File: config.mk
export PLATFORM = sky130hd
export DESIGN_NAME = zx0_stream_decoder
export DESIGN_NICKNAME = d
export VERILOG_FILES = /design/src/rtl/zx0_pkg.sv /design/src/rtl/zx0_in_q.sv /design/src/rtl/zx0_parser.sv /design/src/rtl/zx0_out_q.sv /design/src/rtl/zx0_stream_decoder.sv
export SDC_FILE = /design/constraint.sdc
export NUM_CORES = 1
export LEC_CHECK = 0
export ABC_CLOCK_PERIOD_IN_PS = 5810
export BUFFER_PORTS_ARGS = -buffer_cell sky130_fd_sc_hd__buf_2
export CAP_MARGIN = 40
export CORE_MARGIN = 3
export CORE_UTILIZATION = 62
export DETAILED_ROUTE_END_ITERATION = 12
export HOLD_SLACK_MARGIN = 0.02
export PLACE_DENSITY = 0.85
export SYNTH_ARGS = -nofsm -noshare
export SYNTH_HDL_FRONTEND = slang
export SYNTH_HIERARCHICAL = 1
export SYNTH_SLANG_ARGS = --single-unit
File: constraint.sdc
create_clock -name clk -period 5.81 [get_ports clk]
set_input_delay 1.162 -clock clk [delete_from_list [all_inputs] [get_ports clk]]
set_output_delay 1.162 -clock clk [all_outputs]
set_load 0.05 [all_outputs]
File: src/rtl/zx0_pkg.sv
// ----------------------------------------------------------------------------
// zx0_pkg
// Shared types and codes for the ZX0 stream decoder: parse phases, result
// kinds and the result record that moves between the parser and the output
// queue.
// ----------------------------------------------------------------------------
`default_nettype none

package zx0_pkg;

  // parse phase codes
  localparam logic [3:0] PH_LITG_CTRL = 4'd0;
  localparam logic [3:0] PH_LITG_DATA = 4'd1;
  localparam logic [3:0] PH_LIT       = 4'd2;
  localparam logic [3:0] PH_AFTER_LIT = 4'd3;
  localparam logic [3:0] PH_REPG_CTRL = 4'd4;
  localparam logic [3:0] PH_REPG_DATA = 4'd5;
  localparam logic [3:0] PH_AFTER_REP = 4'd6;
  localparam logic [3:0] PH_OFFG_CTRL = 4'd7;
  localparam logic [3:0] PH_OFFG_DATA = 4'd8;
  localparam logic [3:0] PH_OFFLO     = 4'd9;
  localparam logic [3:0] PH_LENG_DATA = 4'd10;
  localparam logic [3:0] PH_LENG_CTRL = 4'd11;
  localparam logic [3:0] PH_AFTER_NEW = 4'd12;

  // result kinds
  localparam logic [1:0] KIND_LIT  = 2'd0;
  localparam logic [1:0] KIND_COPY = 2'd1;
  localparam logic [1:0] KIND_END  = 2'd2;

  typedef struct packed {
    logic [1:0]  kind;
    logic [7:0]  literal_value;
    logic [14:0] copy_offset;
    logic [15:0] copy_length;
    logic        last_of_run;
  } res_t;

endpackage

`default_nettype wire

File: src/rtl/zx0_in_q.sv
// ----------------------------------------------------------------------------
// zx0_in_q
// Front end: takes stream bytes and holds up to two of them for the parser.
// ----------------------------------------------------------------------------
`default_nettype none

module zx0_in_q (
  input  wire logic       clk,
  input  wire logic       rst_n,
  input  wire logic       in_valid,
  output logic            in_stall,
  input  wire logic [7:0] in_stream_byte,
  output logic            q_vld_o,
  output logic [7:0]      q_byte_o,
  input  wire logic       q_pop_i
);

  logic [7:0] mem_r [2];
  logic       wr_ptr_r;
  logic       rd_ptr_r;
  logic [1:0] cnt_r;
  logic       push;

  assign in_stall = (cnt_r == 2'd2);
  assign push     = in_valid & ~in_stall;
  assign q_vld_o  = (cnt_r != 2'd0);
  assign q_byte_o = mem_r[rd_ptr_r];

  always_ff @(posedge clk) begin
    if (!rst_n) begin
      wr_ptr_r <= 1'b0;
      rd_ptr_r <= 1'b0;
      cnt_r    <= 2'd0;
    end else begin
      if (push) begin
        wr_ptr_r <= ~wr_ptr_r;
      end
      if (q_pop_i) begin
        rd_ptr_r <= ~rd_ptr_r;
      end
      cnt_r <= cnt_r + {1'b0, push} - {1'b0, q_pop_i};
    end
  end

  always_ff @(posedge clk) begin
    if (push) begin
      mem_r[wr_ptr_r] <= in_stream_byte;
    end
  end

endmodule

`default_nettype wire

File: src/rtl/zx0_parser.sv
// ----------------------------------------------------------------------------
// zx0_parser
// Back end: bit buffer, gamma decoder and phase tracking. One control bit,
// one literal byte or one offset-low byte per cycle while nothing stalls it.
// ----------------------------------------------------------------------------
`default_nettype none

module zx0_parser (
  input  wire logic          clk,
  input  wire logic          rst_n,
  input  wire logic          in_vld_i,
  input  wire logic [7:0]    in_byte_i,
  output logic               in_pop_o,
  input  wire logic          out_space_i,
  output logic               push_vld_o,
  output zx0_pkg::res_t      push_o
);

  logic [7:0]    buf_r, buf_nxt;
  logic [7:0]    pos_r, pos_nxt;
  logic [14:0]   last_off_r, last_off_nxt;
  logic [15:0]   acc_r, acc_nxt;
  logic [3:0]    phase_r, phase_nxt;
  logic [15:0]   lit_left_r, lit_left_nxt;
  logic [7:0]    held_hi_r, held_hi_nxt;
  logic          pend_vld_r, pend_vld_nxt;
  zx0_pkg::res_t pend_r, pend_nxt;
  logic          flush_r, flush_nxt;

  logic          need_byte;
  logic          step_go;
  logic          bit_val;
  logic          em_vld;
  zx0_pkg::res_t em;
  logic          done;

  // a byte is due when the buffer is empty or the phase eats whole bytes
  assign need_byte = (pos_r == 8'd0) || (phase_r == zx0_pkg::PH_LIT) ||
                     (phase_r == zx0_pkg::PH_OFFLO);
  assign step_go   = ~flush_r & out_space_i & (~need_byte | in_vld_i);
  assign in_pop_o  = step_go & need_byte;

  always_comb begin
    buf_nxt      = buf_r;
    pos_nxt      = pos_r;
    last_off_nxt = last_off_r;
    acc_nxt      = acc_r;
    phase_nxt    = phase_r;
    lit_left_nxt = lit_left_r;
    held_hi_nxt  = held_hi_r;
    em_vld       = 1'b0;
    em           = '0;
    bit_val      = need_byte ? in_byte_i[7] : |(buf_r & pos_r);

    if (need_byte && (phase_r == zx0_pkg::PH_LIT)) begin
      em_vld            = 1'b1;
      em.kind           = zx0_pkg::KIND_LIT;
      em.literal_value  = in_byte_i;
      lit_left_nxt      = lit_left_r - 16'd1;
      if (lit_left_nxt == 16'd0) begin
        phase_nxt = zx0_pkg::PH_AFTER_LIT;
      end
    end else if (need_byte && (phase_r == zx0_pkg::PH_OFFLO)) begin
      last_off_nxt = {held_hi_r, 7'd0} - {8'd0, in_byte_i[7:1]};
      if (in_byte_i[0]) begin
        em_vld         = 1'b1;
        em.kind        = zx0_pkg::KIND_COPY;
        em.copy_offset = last_off_nxt;
        em.copy_length = 16'd2;
        phase_nxt      = zx0_pkg::PH_AFTER_NEW;
      end else begin
        acc_nxt   = 16'd1;
        phase_nxt = zx0_pkg::PH_LENG_DATA;
      end
    end else begin
      // refill takes the top bit in the same cycle
      if (need_byte) begin
        buf_nxt = in_byte_i;
        pos_nxt = 8'h40;
      end else begin
        pos_nxt = pos_r >> 1;
      end
      unique case (phase_r)
        zx0_pkg::PH_LITG_CTRL: begin
          if (bit_val) begin
            lit_left_nxt = acc_r;
            phase_nxt    = (acc_r != 16'd0) ? zx0_pkg::PH_LIT : zx0_pkg::PH_AFTER_LIT;
          end else begin
            phase_nxt = zx0_pkg::PH_LITG_DATA;
          end
        end
        zx0_pkg::PH_LITG_DATA: begin
          acc_nxt   = {acc_r[14:0], bit_val};
          phase_nxt = zx0_pkg::PH_LITG_CTRL;
        end
        zx0_pkg::PH_AFTER_LIT: begin
          acc_nxt   = 16'd1;
          phase_nxt = bit_val ? zx0_pkg::PH_OFFG_CTRL : zx0_pkg::PH_REPG_CTRL;
        end
        zx0_pkg::PH_REPG_CTRL: begin
          if (bit_val) begin
            em_vld         = 1'b1;
            em.kind        = zx0_pkg::KIND_COPY;
            em.copy_offset = last_off_r;
            em.copy_length = acc_r;
            phase_nxt      = zx0_pkg::PH_AFTER_REP;
          end else begin
            phase_nxt = zx0_pkg::PH_REPG_DATA;
          end
        end
        zx0_pkg::PH_REPG_DATA: begin
          acc_nxt   = {acc_r[14:0], bit_val};
          phase_nxt = zx0_pkg::PH_REPG_CTRL;
        end
        zx0_pkg::PH_AFTER_REP, zx0_pkg::PH_AFTER_NEW: begin
          acc_nxt   = 16'd1;
          phase_nxt = bit_val ? zx0_pkg::PH_OFFG_CTRL : zx0_pkg::PH_LITG_CTRL;
        end
        zx0_pkg::PH_OFFG_CTRL: begin
          if (bit_val) begin
            if (acc_r[7:0] == 8'd0) begin
              // end marker: back to the power-up state, rest of buffer dropped
              em_vld       = 1'b1;
              em.kind      = zx0_pkg::KIND_END;
              buf_nxt      = 8'd0;
              pos_nxt      = 8'd0;
              last_off_nxt = 15'd1;
              acc_nxt      = 16'd1;
              phase_nxt    = zx0_pkg::PH_LITG_CTRL;
              lit_left_nxt = 16'd0;
              held_hi_nxt  = 8'd0;
            end else begin
              held_hi_nxt = acc_r[7:0];
              phase_nxt   = zx0_pkg::PH_OFFLO;
            end
          end else begin
            phase_nxt = zx0_pkg::PH_OFFG_DATA;
          end
        end
        zx0_pkg::PH_OFFG_DATA: begin
          acc_nxt   = {8'd0, acc_r[6:0], ~bit_val};
          phase_nxt = zx0_pkg::PH_OFFG_CTRL;
        end
        zx0_pkg::PH_LENG_DATA: begin
          acc_nxt   = {acc_r[14:0], bit_val};
          phase_nxt = zx0_pkg::PH_LENG_CTRL;
        end
        zx0_pkg::PH_LENG_CTRL: begin
          if (bit_val) begin
            em_vld         = 1'b1;
            em.kind        = zx0_pkg::KIND_COPY;
            em.copy_offset = last_off_r;
            em.copy_length = acc_r + 16'd1;
            phase_nxt      = zx0_pkg::PH_AFTER_NEW;
          end else begin
            phase_nxt = zx0_pkg::PH_LENG_DATA;
          end
        end
        default: begin
          acc_nxt   = 16'd1;
          phase_nxt = zx0_pkg::PH_LITG_CTRL;
        end
      endcase
    end
  end

  // byte finished once the next step would need a fresh byte
  assign done = (pos_nxt == 8'd0) || (phase_nxt == zx0_pkg::PH_LIT) ||
                (phase_nxt == zx0_pkg::PH_OFFLO);

  // one result is held back until we know whether it is the byte's last
  always_comb begin
    pend_vld_nxt = pend_vld_r;
    pend_nxt     = pend_r;
    flush_nxt    = flush_r;
    push_vld_o   = 1'b0;
    push_o       = pend_r;
    if (flush_r) begin
      if (out_space_i) begin
        push_vld_o         = 1'b1;
        push_o.last_of_run = 1'b1;
        flush_nxt          = 1'b0;
        pend_vld_nxt       = 1'b0;
      end
    end else if (step_go) begin
      priority if (pend_vld_r && em_vld) begin
        push_vld_o         = 1'b1;
        push_o.last_of_run = 1'b0;
        pend_nxt           = em;
        flush_nxt          = done;
      end else if (pend_vld_r && done) begin
        push_vld_o         = 1'b1;
        push_o.last_of_run = 1'b1;
        pend_vld_nxt       = 1'b0;
      end else if (em_vld && done) begin
        push_vld_o         = 1'b1;
        push_o             = em;
        push_o.last_of_run = 1'b1;
      end else if (em_vld) begin
        pend_nxt     = em;
        pend_vld_nxt = 1'b1;
      end else begin
        pend_vld_nxt = pend_vld_r;
      end
    end
  end

  always_ff @(posedge clk) begin
    if (!rst_n) begin
      buf_r      <= 8'd0;
      pos_r      <= 8'd0;
      last_off_r <= 15'd1;
      acc_r      <= 16'd1;
      phase_r    <= zx0_pkg::PH_LITG_CTRL;
      lit_left_r <= 16'd0;
      held_hi_r  <= 8'd0;
      pend_vld_r <= 1'b0;
      flush_r    <= 1'b0;
    end else begin
      if (step_go) begin
        buf_r      <= buf_nxt;
        pos_r      <= pos_nxt;
        last_off_r <= last_off_nxt;
        acc_r      <= acc_nxt;
        phase_r    <= phase_nxt;
        lit_left_r <= lit_left_nxt;
        held_hi_r  <= held_hi_nxt;
      end
      pend_vld_r <= pend_vld_nxt;
      flush_r    <= flush_nxt;
    end
  end

  always_ff @(posedge clk) begin
    pend_r <= pend_nxt;
  end

endmodule

`default_nettype wire

File: src/rtl/zx0_out_q.sv
// ----------------------------------------------------------------------------
// zx0_out_q
// Two-entry result queue in front of the output port.
// ----------------------------------------------------------------------------
`default_nettype none

module zx0_out_q (
  input  wire logic          clk,
  input  wire logic          rst_n,
  input  wire logic          push_vld_i,
  input  wire zx0_pkg::res_t push_i,
  output logic               space_o,
  output logic               out_valid,
  input  wire logic          out_stall,
  output zx0_pkg::res_t      out_res_o
);

  zx0_pkg::res_t mem_r [2];
  logic          wr_ptr_r;
  logic          rd_ptr_r;
  logic [1:0]    cnt_r;
  logic          pop;

  assign space_o   = (cnt_r != 2'd2);
  assign out_valid = (cnt_r != 2'd0);
  assign pop       = out_valid & ~out_stall;
  assign out_res_o = mem_r[rd_ptr_r];

  always_ff @(posedge clk) begin
    if (!rst_n) begin
      wr_ptr_r <= 1'b0;
      rd_ptr_r <= 1'b0;
      cnt_r    <= 2'd0;
    end else begin
      if (push_vld_i) begin
        wr_ptr_r <= ~wr_ptr_r;
      end
      if (pop) begin
        rd_ptr_r <= ~rd_ptr_r;
      end
      cnt_r <= cnt_r + {1'b0, push_vld_i} - {1'b0, pop};
    end
  end

  always_ff @(posedge clk) begin
    if (push_vld_i) begin
      mem_r[wr_ptr_r] <= push_i;
    end
  end

endmodule

`default_nettype wire

File: src/rtl/zx0_stream_decoder.sv
// ----------------------------------------------------------------------------
// zx0_stream_decoder
// ZX0 (v2) stream parser: compressed bytes in, literal / copy / end beats out.
// ----------------------------------------------------------------------------
//
//   channel  | direction | handshake          | payload
//   ---------+-----------+--------------------+-------------------------------
//   in_      | in        | in_valid/in_stall  | stream_byte[7:0]
//   out_     | out       | out_valid/out_stall| kind, literal_value,
//            |           |                    | copy_offset, copy_length,
//            |           |                    | last_of_run
//
// A byte that refills the bit buffer is decoded one control bit per cycle
// through the parser's bit loop while nothing stalls it (the top bit is
// decoded in the cycle the byte is loaded); it stops early when an inline
// byte falls due. Literal and offset-low bytes are consumed whole, followed by
// the decoding of any control bits still left in the buffer.
// A byte that yields several results may need a flush step to mark its last.
// Reset (rst_n low, synchronous) empties both queues and returns the parser
// to the start of a stream. Output stalls back up through a two-entry result
// queue; the input queue keeps taking beats while the parser works, up to two.
// ----------------------------------------------------------------------------
`default_nettype none

module zx0_stream_decoder (
  input  wire logic        clk,
  input  wire logic        rst_n,
  // compressed byte beats
  input  wire logic        in_valid,
  output logic             in_stall,
  input  wire logic [7:0]  in_stream_byte,
  // result beats
  output logic             out_valid,
  input  wire logic        out_stall,
  output logic [1:0]       out_kind,
  output logic [7:0]       out_literal_value,
  output logic [14:0]      out_copy_offset,
  output logic [15:0]      out_copy_length,
  output logic             out_last_of_run
);

  logic          q_vld;
  logic [7:0]    q_byte;
  logic          q_pop;
  logic          out_space;
  logic          push_vld;
  zx0_pkg::res_t push_res;
  zx0_pkg::res_t out_res;

  // front: byte queue
  zx0_in_q u_in_q (
    .clk            (clk),
    .rst_n          (rst_n),
    .in_valid       (in_valid),
    .in_stall       (in_stall),
    .in_stream_byte (in_stream_byte),
    .q_vld_o        (q_vld),
    .q_byte_o       (q_byte),
    .q_pop_i        (q_pop)
  );

  // back: bit buffer, gamma codes, phase machine
  zx0_parser u_parser (
    .clk         (clk),
    .rst_n       (rst_n),
    .in_vld_i    (q_vld),
    .in_byte_i   (q_byte),
    .in_pop_o    (q_pop),
    .out_space_i (out_space),
    .push_vld_o  (push_vld),
    .push_o      (push_res)
  );

  // result queue, decouples parser from downstream stalls
  zx0_out_q u_out_q (
    .clk        (clk),
    .rst_n      (rst_n),
    .push_vld_i (push_vld),
    .push_i     (push_res),
    .space_o    (out_space),
    .out_valid  (out_valid),
    .out_stall  (out_stall),
    .out_res_o  (out_res)
  );

  assign out_kind          = out_res.kind;
  assign out_literal_value = out_res.literal_value;
  assign out_copy_offset   = out_res.copy_offset;
  assign out_copy_length   = out_res.copy_length;
  assign out_last_of_run   = out_res.last_of_run;

endmodule

`default_nettype wire

Yosys cells after proc, flatten, opt, wreduce, memory -nomap -nowiden

Memories as Yosys holds them, arrays and structs flattened. A register that Yosys moved wholly into a read port is not among the register bits.
Index checks and enable logic that the tools add are counted.

Bits in registers: 127
RAM bits: 100
Input port bits: 12
Output and inout bits: 44
Logic and storage cells: 211
Memories: 2

Memory list:

| name          | depth | width | read ports | clocked after memory_dff | write ports | RTL line        | RTL |
|---|---|---|---|---|---|---|---|
| u_out_q.mem_r | 2     | 42    | 1          | 1                        | 1           | zx0_out_q.sv:18 | `zx0_pkg::res_t mem_r [2];` |
| u_in_q.mem_r  | 2     | 8     | 1          | 1                        | 1           | zx0_in_q.sv:18  | `logic [7:0] mem_r [2];` |

$add $sub $neg: 7
Eq/ne operators: 29
Muxes and demuxes: 99
Bitwise operators: 18
Reductions and logical operators: 36

Operators with widths:

| cell                                                | number |
|---|---|
| 2-to-1 mux 42 bit                                   | 6 |
| 2-to-1 mux 31 bit                                   | 5 |
| 2-to-1 mux 16 bit                                   | 9 |
| 2-to-1 mux 41 bit                                   | 3 |
| 2-to-1 mux 8 bit                                    | 10 |
| case mux 16 bit (4 select lines)                    | 1 |
| case mux 31 bit (2 select lines)                    | 1 |
| 2-to-1 mux 15 bit                                   | 4 |
| 2-to-1 mux 1 bit                                    | 39 |
| case mux 4 bit (9 select lines)                     | 1 |
| case mux 16 bit (2 select lines)                    | 1 |
| equality test 4 bit, second input constant          | 6 |
| logical NOT 8 bit                                   | 3 |
| 2-to-1 mux 4 bit                                    | 6 |
| AND reduction 5 bit                                 | 4 |
| != test 3 x 1 -> 1 bit, second input constant       | 6 |
| adder 16 x 1 -> 16 bit, second input constant       | 1 |
| equality test 4 x 3 -> 1 bit, second input constant | 4 |
| logical NOT 16 bit                                  | 1 |
| nonzero test 16 bit                                 | 1 |
| subtractor 16 x 1 -> 16 bit, second input constant  | 1 |
| subtractor 15 x 7 -> 15 bit                         | 1 |
| 2-to-1 mux 7 bit                                    | 2 |
| nonzero test 2 bit                                  | 7 |
| 24 further kinds                                    | 66 |

Logic depth before layout (Yosys ltp)

Gate-level depths: netlist of the first run.

Word-level depth: 20
Depth in mapped cells: 15
Depth with buffers taken out: 14

Modules after synthesis

Netlist of the first run, hierarchy kept.

By module, submodules not included:

| module     | instances | cells an instance | area each (µm²) | seq. area each (µm²) |
|---|---|---|---|---|
| zx0_parser | 1         | 784               | 6827.8          | 2772.7 |
| zx0_out_q  | 1         | 154               | 3483.3          | 2622.5 |
| zx0_in_q   | 1         | 50                | 802.0           | 580.6 |

Worst setup path after synthesis of the first run

No wires, ideal clock.

Path kind: reg2reg
From: register u_parser.phase_r[1]
To: memory u_out_q/mem_r[0][0] (netlist name) (enable)
Setup time: 0.448 ns
Arrival: 4.876 ns
Data required time: 5.362 ns
Setup slack: 0.487 ns
Stages on the path, launching flop included: 13
Buffers on the path: 3
Period minus slack after synthesis: 5.323 ns
Cell sequence: dfxtp_1 -> buf_2 -> or4b_1 -> buf_2 -> nand2_2 -> nor3_1 -> or2_0 -> buf_2 -> a221o_1 -> or4_1 -> a221o_1 -> o2111ai_1 -> nor2b_1

Cells in the longest elaborated chain, start to end: 20
Elaborated cells on any way between the ends: 58
Classes of those cells: eq/ne (13); mux (29); bitwise (3); reduce/logical (13)

RTL lines:

| what                                                                                     | RTL line                 | RTL |
|---|---|---|
| start, declared                                                                          | zx0_parser.sv:23         | `logic [3:0] phase_r, phase_nxt;` |
| start signal, assigned                                                                   | zx0_parser.sv:214        | `phase_r <= zx0_pkg::PH_LITG_CTRL;` |
| start signal, assigned                                                                   | zx0_parser.sv:225        | `phase_r <= phase_nxt;` |
| parallel branches: the longest is 16 deep, another holds case mux 4 bit (9 select lines) | --                       |  |
| 2-to-1 mux 1 bit (*)                                                                     | zx0_parser.sv:185        | `end else if (step_go) begin` |
| 2-to-1 mux 1 bit (*)                                                                     | zx0_parser.sv:178        | `if (flush_r) begin` |
| net push_vld                                                                             | zx0_stream_decoder.sv:46 | `logic push_vld;` |
| 2-to-1 mux 1 bit (*)                                                                     | zx0_out_q.sv:46          | `if (push_vld_i) begin` |
| 2-to-1 mux 1 bit (implied by the code) (*)                                               | zx0_out_q.sv:47          | `mem_r[wr_ptr_r] <= push_i;` |
| end, declared                                                                            | zx0_out_q.sv:18          |  |

Mark *: on every way through the listed nets, which the timed path passes.

==> results of run 1 <==
## worst max-delay path, delay by kind of cell (launching register included)
family | cells | cell delay [ns]
AO/OA/AOI/OAI | 3 | 0.87
buffers and inverters | 1 | 0.51
flip-flops | 1 | 0.76
multiplexers | 1 | 0.45
AND/OR/NAND/NOR | 5 | 2.03
## report_power, final
part           switching [mW]  internal [mW]
Clock                   0.617          0.892
Combinational            1.90           1.04
Sequential              0.248           2.15
## through the flow
stage | utilization (%) | power [mW]
2_1_floorplan | - | 4.714
3_3_place_gp | 65.92 | 5.234
3_5_place_dp | 65.96 | 5.328
4_1_cts | 70.46 | 6.850
5_1_grt | 70.46 | 7.232
6_report | 70.46 | 6.851
## sequential cells by signal, indices dropped and copies added (netlist names), named ones only
register	cells
u_out_q/mem_r	84
u_parser/pend_r	41
u_in_q/mem_r	16
u_parser/acc_r	16
u_parser/lit_left_r	16
u_parser/last_off_r	15
u_parser/buf_r	8
u_parser/held_hi_r	8
u_parser/pos_r	8
u_parser/phase_r	4
u_in_q/cnt_r	2
u_out_q/cnt_r	2
u_in_q/rd_ptr_r	1
u_in_q/wr_ptr_r	1
u_out_q/rd_ptr_r	1
u_out_q/wr_ptr_r	1
u_parser/flush_r	1
u_parser/pend_vld_r	1
## worst paths after layout
| check | from | end | slack (ns) | cells past startpoint |
|---|---|---|---|---|
| worst max register to register | u_parser/phase_r[0]$_SDFFE_PN0P_ | u_out_q/mem_r[1][2]$_DFFE_PP_ | 0.88 | 10 |
| worst min register to register | u_parser/held_hi_r[7]$_SDFFE_PN0P_ | u_parser/held_hi_r[7]$_SDFFE_PN0P_ | 0.48 | 2 |
| worst min-delay path | u_parser/held_hi_r[7]$_SDFFE_PN0P_ | u_parser/held_hi_r[7]$_SDFFE_PN0P_ | 0.48 | 2 |
| worst max-delay path | u_parser/phase_r[0]$_SDFFE_PN0P_ | u_out_q/mem_r[1][2]$_DFFE_PP_ | 0.88 | 10 |
## synth_stat cells, types with 4 or more instances
master	n	share of area, %
edfxtp_1	141	38
nand2_1	92	3.1
dfxtp_1	87	16
nor2_1	69	2.3
clkbuf_1	48	1.6
o21ai_0	48	2.2
mux2_4	40	5.4
mux2_1	39	4.0
a21oi_1	36	1.6
nor3_1	28	1.3
nor2b_1	27	1.5
inv_1	24	0.81
nand3_1	22	0.99
a21boi_0	20	1.4
a22oi_1	20	1.4
and2_1	16	0.90
xor2_1	14	1.1
a31oi_1	12	0.68
and3_1	11	0.62
mux2_2	11	1.1
o31ai_1	11	0.74
xnor2_1	11	0.87
ha_1	9	1.0
a221oi_1	8	0.63
mux2i_1	8	0.72
nor3b_1	8	0.54
buf_2	7	0.32
nand4_1	7	0.39
or3_1	7	0.39
nand2b_1	6	0.34
or4_1	6	0.41
a32o_1	5	0.45
buf_6	5	0.51
nor4_1	5	0.28
o211ai_1	5	0.34
buf_12	4	0.72
o211a_1	4	0.36
## cell families (layout without fill, tap and decap cells)
family / Yosys count / count (layout)
AO/OA/AOI/OAI: 212 / 212
AND/OR/NAND/NOR: 324 / 324
multiplexers: 98 / 98
XOR/XNOR: 26 / 26
buffers and inverters: 91 / 139
adder cells (fa/ha/maj): 9 / 9
flip-flops: 228 / 228
## per-layer routing
layer	routed length (µm)	vias to the layer above
li1	-	3724
met1	10230	3886
met2	11580	359
met3	1744	57
met4	580	0
met5	0	-
## final cells by class
class	instances	area, µm²	area share [%]
sequential	228	5977	48.70
multi-input combinational	669	4720	38.46
clock buffer	30	655.6	5.343
timing repair buffer	71	420.4	3.426
tap	225	281.5	2.294
clock inverter	14	127.6	1.040
inverter	24	90.09	0.7341
==> results_dict.tcl, run 1 <==
set metrics [dict create \
    outcome "finished clean" \
    die_h_um 139.9 \
    syn_to_final_growth_pct 10.43 \
    nets 1039 \
    synth_xor_xnor_area_share_pct 2.173 \
    clock-sinks 228 \
    synthSimpleGateAreaFrac_pct 14.67 \
    skew_ns 0.01064 \
    synthCells 988 \
    place_ws_ns 0.9265 \
    yosysWarnings 6 \
    drt_iter0_drc 724 \
    crit_chain "nand4bb_1 -> nand2_2 -> nor3_1 -> or2_0 -> a221o_1 -> or4_1 -> a21o_1 -> a211oi_4 -> buf_4 -> mux2_1" \
    worstPathRequired_ns 6.05 \
    synth_mux_area_share_pct 11.19 \
    rows 48 \
    end_kind "flop" \
    drive_gt1_share_pct 17.08 \
    p_leak_nw 4.502 \
    synthesis.area_mm2 0.01111 \
    antenna_found_initial 0 \
    finalWirelength_mm 24.14 \
    ys_seq_area_share_pct 53.77 \
    diodes 0 \
    slowest_delay_ns 0.76 \
    period_needed_ns 4.934 \
    timing.setup.tns_ns 0 \
    die_x_um 139.9 \
    vdd_drop_max_v 0.0003287 \
    max_freq_ghz 0.2027 \
    clockRootBuffer "clkbuf_16" \
    cts_max_level 1 \
    syn_nets 1009 \
    worst-path-max-fanout 41 \
    grt_max_degree 48 \
    synth_compound_area_share_pct 13.11 \
    dpl_cell_area_mm2 0.01149 \
    vias 8026 \
    track_usage_pct 24.25 \
    ant_nets 0 \
    grt-ovfl-total 0 \
    critPathLaunchType "flop" \
    busiest_layer "met2" \
    finalNonFillerCells 1261 \
    grt_first_pass_wirelength_mm 39.56 \
    synth_edf_count 141 \
    post-route-drc-count 0 \
    cp.arrival_ns 5.17 \
    cts_setup_buffers 0 \
    use_met3_pct 3.058 \
    hold_slack_ns 0.4811 \
    clkSlewWorstSetupHoldPaths_ns 0.06 \
    grt_pass1_vias 7713 \
    p_per_area_mw_per_mm2 558.3 \
    layout_common_cells "141 x edfxtp_1, 92 x nand2_1, 86 x dfxtp_1" \
    use_met2_pct 39.50 \
    worst_slew_pin_slew_ns 0.9344 \
    async_flop_share_pct 0 \
    core-area_mm2 0.01742 \
    syn_area_per_cell_um2 11.25 \
    finalHoldViolCount 0 \
    ys.flop_type "edfxtp_1" \
    mostFrequentLayoutCell "edfxtp_1" \
    grt_setup_unrepaired "no" \
    clk_latency_ns 0.51 \
    numCtsBuffers 24 \
    io_buffers 55 \
    fillers 1200 \
    place_hpwl_mm 15.45 \
    critPathKind "flop to flop" \
    cts_resized 0 \
    period_share_pct 84.93 \
    synth_top_family_by_area "simple AND/OR/NAND/NOR gates" \
    hold_class "flop to flop" \
    start_util_pct 63.81 \
    clk_path_buf_depth 3 \
    die_area_mm2 0.01957 \
    ys_ff_latch 228 \
    synth_cell_types 81 \
    synth-adder-area-share_pct 1.013 \
    first_pass_iters 5 \
    hold_buffers 0 \
    ios 56 \
    tritoncts "done" \
    dp_cells 1217 \
    final_area_mm2 0.01227 \
    avgViaCountPerCell 6.365 \
    slew-limit-headroom_pct 37.23 \
    gp_congestion 0.9521 \
    timing.final.ws_setup_ns 0.8758 \
    drv_slew 0 \
    post_drt_wl_per_cell_um 19.14 \
    gr-usage-met1_pct 34.19 \
    maxCapViolations 0 \
    setup_viol 0 \
    crit_slowest_cell "dfxtp_1" \
]
Power figures use the tool's default switching activity.
==> run 2: changes to the inputs <==
Settings changed: ABC_CLOCK_PERIOD_IN_PS 5810 to 4450, CORE_UTILIZATION 62 to 56, PLACE_DENSITY 0.85 to 0.81.
Clock period 5.81 ns to 4.45 ns, I/O delays scaled along.
==> run 2 against run 1 <==
Against the previous run: via count is 1.1% lower; die area is 10% higher; critical path type unchanged; hold slack got worse by 0.0085 ns; highest routed layer unchanged.
==> results_dict.tcl, run 2 (same netlist as run 1, synthesis figures left out) <==
set metrics [dict create \
    start_util_pct 58.24 \
    rows 50 \
    top_register "u_out_q/mem_r" \
    worstPathRequired_ns 4.69 \
    die_h_um 146.9 \
    p_leak_nw 4.548 \
    place_hpwl_mm 15.79 \
    track_usage_pct 21.77 \
    die_x_um 146.9 \
    outcome "finished clean" \
    grt_max_degree 43 \
    clockRootBuffer "clkbuf_16" \
    gp_congestion 0.8945 \
    period_share_pct 91.85 \
    dpl_cell_area_mm2 0.01167 \
    busiest_layer "met2" \
    cp.arrival_ns 4.33 \
    nets 1053 \
    tritoncts "done" \
    grt_first_pass_wirelength_mm 39.01 \
    maxCapViolations 0 \
    avgViaCountPerCell 6.066 \
    top_regs "u_out_q/mem_r x84, u_parser/pend_r x41" \
    cts_setup_buffers 0 \
    grt_setup_unrepaired "no" \
    clkSlewWorstSetupHoldPaths_ns 0.06 \
    die_area_mm2 0.02157 \
    slew-limit-headroom_pct 41.99 \
    use_met2_pct 35.58 \
    cts_max_level 1 \
    period_needed_ns 4.087 \
    finalWirelength_mm 23.93 \
    vias 7940 \
    hold_class "flop to flop" \
    hold_buffers 0 \
    use_met3_pct 3.547 \
    vdd_drop_max_v 0.0003082 \
    post-route-drc-count 0 \
    largest_reg_flops 84 \
    fillers 1428 \
    antenna_found_initial 0 \
    grt-ovfl-total 0 \
    setup_viol 0 \
    finalHoldViolCount 0 \
    place_ws_ns 0.4213 \
    final_area_mm2 0.01241 \
    hold_slack_ns 0.4726 \
    numCtsBuffers 23 \
    multi_input_area_mm2 0.004720 \
    cts_resized 0 \
    mostFrequentLayoutCell "edfxtp_1" \
    drive_gt1_share_pct 17.64 \
    final_core_util_pct 65.02 \
    worst-path-max-fanout 41 \
    timing.final.ws_setup_ns 0.3628 \
    drv_slew 0 \
    clock-sinks 228 \
    ios 56 \
    diodes 0 \
    clk_latency_ns 0.51 \
    grt_pass1_vias 7644 \
    ant_nets 0 \
    critPathLaunchType "flop" \
    p_per_area_mw_per_mm2 721.6 \
    first_pass_iters 6 \
    max_freq_ghz 0.2447 \
    power_mw 8.952 \
    timing.setup.tns_ns 0 \
    critPathKind "flop to flop" \
    seqCellArea_mm2 0.005977 \
    end_kind "flop" \
    io_buffers 55 \
    gr-usage-met1_pct 29.75 \
    clk_path_buf_depth 3 \
    dp_cells 1267 \
    syn_to_final_growth_pct 11.64 \
    core-area_mm2 0.01908 \
    post_drt_wl_per_cell_um 18.28 \
    drt_iter0_drc 813 \
    finalNonFillerCells 1309 \
    worst_slew_pin_slew_ns 0.8669 \
    layout_common_cells "141 x edfxtp_1, 92 x nand2_1, 86 x dfxtp_1" \
    skew_ns 0.01263 \
]
[run 2: worst paths after layout]
kind	start	depth (start not counted)	end	slack, ns
worst min register to register	u_parser/last_off_r[5]$_SDFFE_PN0P_	2	u_parser/last_off_r[5]$_SDFFE_PN0P_	0.47
worst min-delay path	u_parser/last_off_r[5]$_SDFFE_PN0P_	2	u_parser/last_off_r[5]$_SDFFE_PN0P_	0.47
worst max-delay path	u_parser/phase_r[2]$_SDFFE_PN0P_	10	u_out_q/mem_r[0][15]$_DFFE_PP_	0.36
worst max register to register	u_parser/phase_r[2]$_SDFFE_PN0P_	10	u_out_q/mem_r[0][15]$_DFFE_PP_	0.36
[run 2: area by class of cell]
class                   instances  area share (%)
multi-input cells             669           38.04
flip-flops and latches        228           48.17
repair buffers                 86           4.478
clock buffers                  32           5.325
inverters                      24          0.7261
clock inverters                10          0.6353
well taps                     260           2.622
[run 2: layer usage]
metal / wire length (µm) / share of wire [%]
met1: 10510 / 44
met5: 0 / 0
met3: 1626 / 6.8
met2: 11140 / 47
met4: 643 / 2.7
[run 2: power breakdown]
group	total, mW	leakage (nW)	switching (mW)	internal [mW]
combinational	3.96	2.20	2.51	1.45
sequential	3.12	1.99	0.315	2.81
clock	1.87	0.358	0.771	1.10
total	8.95	4.55	3.59	5.36
[run 2: worst max-delay path, cell delays in order, from the launching register on]
cell and delay, ns:
dfxtp_1 0.76, nor4bb_2 0.13, nor2_1 0.29, a21oi_1 0.24, or2_0 0.30, a221o_1 0.36, or4_1 0.54, a21o_1 0.22
a211oi_4 0.28, buf_12 0.27, mux2_1 0.39
==> run 3: changes to the inputs <==
Settings changed: ABC_CLOCK_PERIOD_IN_PS 4450 to 3700.
Clock period 4.45 ns to 3.7 ns, I/O delays scaled along.
==> run 3 against run 2 <==
Against the previous run: maximum frequency rose by 14%; final cell count rose by 3.4%; design area rose by 3.7%; critical path depth rose by 1; utilization rose by 2.4 points; clock skew fell by 0.0023 ns; critical endpoint is now u_out_q/mem_r[0][5]$_DFFE_PP_.
==> results_dict.tcl, run 3 (same netlist as run 1, synthesis figures left out) <==
set metrics [dict create \
    outcome "finished clean" \
    top_register "u_out_q/mem_r" \
    maxCapViolations 0 \
    clk_latency_ns 0.50 \
    hold_class "primary input to flop" \
    worstPathRequired_ns 3.93 \
    grt_first_pass_wirelength_mm 39.60 \
    die_x_um 146.9 \
    top_regs "u_out_q/mem_r x84, u_parser/pend_r x41" \
    clockRootBuffer "clkbuf_16" \
    switchingPower_mw 4.466 \
    grt-ovfl-total 0 \
    gp_congestion 0.9230 \
    slew-limit-headroom_pct 41.09 \
    mostFrequentLayoutCell "edfxtp_1" \
    clkSlewWorstSetupHoldPaths_ns 0.06 \
    diodes 0 \
    critPathLaunchType "flop" \
    p_per_area_mw_per_mm2 869.4 \
    internal-power_mw 6.719 \
    first_pass_iters 6 \
    critPathKind "flop to flop" \
    drv_slew 0 \
    power.share.clock_pct 19.3 \
    finalHoldViolCount 0 \
    post_drt_wl_per_cell_um 18.33 \
    period_needed_ns 3.597 \
    nets 1098 \
    p_leak_nw 4.814 \
    die_area_mm2 0.02157 \
    io_buffers 55 \
    sw_frac_of_total_pct 39.93 \
    r2r-start "u_parser/phase_r[3]$_SDFFE_PN0P_" \
    worst-path-max-fanout 17 \
    final_area_mm2 0.01286 \
    ios 56 \
    end_kind "flop" \
    finalWirelength_mm 24.80 \
    startpoint "u_parser/phase_r[3]$_SDFFE_PN0P_" \
    skew_ns 0.01029 \
    cp.arrival_ns 3.83 \
    ant_nets 0 \
    start_util_pct 58.24 \
    worst_slew_pin_slew_ns 0.8803 \
    p_seq_share_pct 32.4 \
    hold_start "in_stream_byte[2]" \
    numCtsBuffers 23 \
    drive_gt1_share_pct 22.32 \
    period_share_pct 97.22 \
    post-route-drc-count 0 \
    setup_viol 0 \
    die_h_um 146.9 \
    dpl_cell_area_mm2 0.01204 \
    vias 8085 \
    pwr-share-comb_pct 48.2 \
    largest_reg_flops 84 \
    final_core_util_pct 67.42 \
    layout_common_cells "141 x edfxtp_1, 91 x nand2_1, 85 x dfxtp_1" \
    tritoncts "done" \
    clk_path_buf_depth 3 \
    antenna_found_initial 0 \
    hold_buffers 0 \
    grt_pass1_vias 7784 \
    vdd_drop_max_v 0.0003645 \
    syn_to_final_growth_pct 15.76 \
    grt_max_degree 55 \
    track_usage_pct 22.12 \
    clock-sinks 228 \
    cts_max_level 1 \
    max_freq_ghz 0.2780 \
    rows 50 \
    drt_iter0_drc 871 \
    place_hpwl_mm 16.36 \
    core-area_mm2 0.01908 \
    avgViaCountPerCell 5.976 \
]
-- run 3: worst max-delay path: stages (launching register included) --
cell and delay [ns]:
dfxtp_1 0.33, or4b_4 0.61, nand2_4 0.13, nor3_4 0.06
or2_0 0.26, a221o_1 0.37, or4_1 0.43, a21o_1 0.21
a211oi_4 0.21, buf_4 0.17, buf_12 0.16, mux2_1 0.37
-- run 3: worst paths after layout --
check,end,depth (start not counted),slack [ns]
worst max-delay path,u_out_q/mem_r[0][5]$_DFFE_PP_,11,0.10
worst min-delay path,u_in_q/mem_r[1][2]$_DFFE_PP_,1,0.43
worst max register to register,u_out_q/mem_r[0][5]$_DFFE_PP_,11,0.10
worst min register to register,u_parser/last_off_r[13]$_SDFFE_PN0P_,2,0.47
-- run 3: final cells by class --
type	instances	area [µm²]
Clock inverter	7	40.04
Sequential cell	228	5978
Fill cell	1349	6216
Multi-Input combinational cell	669	4796
Clock buffer	34	675.6
Timing Repair Buffer	131	959.7
Inverter	24	90.09
Tap cell	260	325.3
-- run 3: power by group through the flow --
stage	registers [mW]	clock network, mW	logic, mW
after floorplan	3.61	0	3.87
after global placement	3.65	0	5.08
after detailed placement	3.67	0	5.18
after CTS	3.62	2.21	5.22
after global routing	3.68	2.30	5.80
final	3.63	2.16	5.39
-- run 3: routing by layer --
layer  share of wire [%]  track usage, %  vias up
met4                 2.5           7.761        0
li1                    -               -     3831
met3                 6.7           3.424       52
met2                  46           35.58      319
met5                   0               0        -
met1                  44           30.75     3883
-- run 3: stage by stage --
stage	setup TNS [ns]	hold WS, ns	worst slack [ns]	instances	power (mW)
floorplan	-8.007	0.4429	-0.1521	988	7.479
global placement	0	0.4498	0.03026	1305	8.730
detailed placement	-0.009392	0.4619	-0.004718	1307	8.849
CTS	0	0.4203	0.05582	1348	11.05
global route	-0.0009113	0.4168	-0.0009113	1353	11.78
finish	0	0.4314	0.1028	1353	11.19
-- run 3: repair_timing --
item,in CTS,in global routing
gates resized for setup,2,4
endpoints found under the hold margin,0,0
pin swaps,1,3
setup buffers,0,3
setup endpoints to repair,136,165
gates cloned,0,2
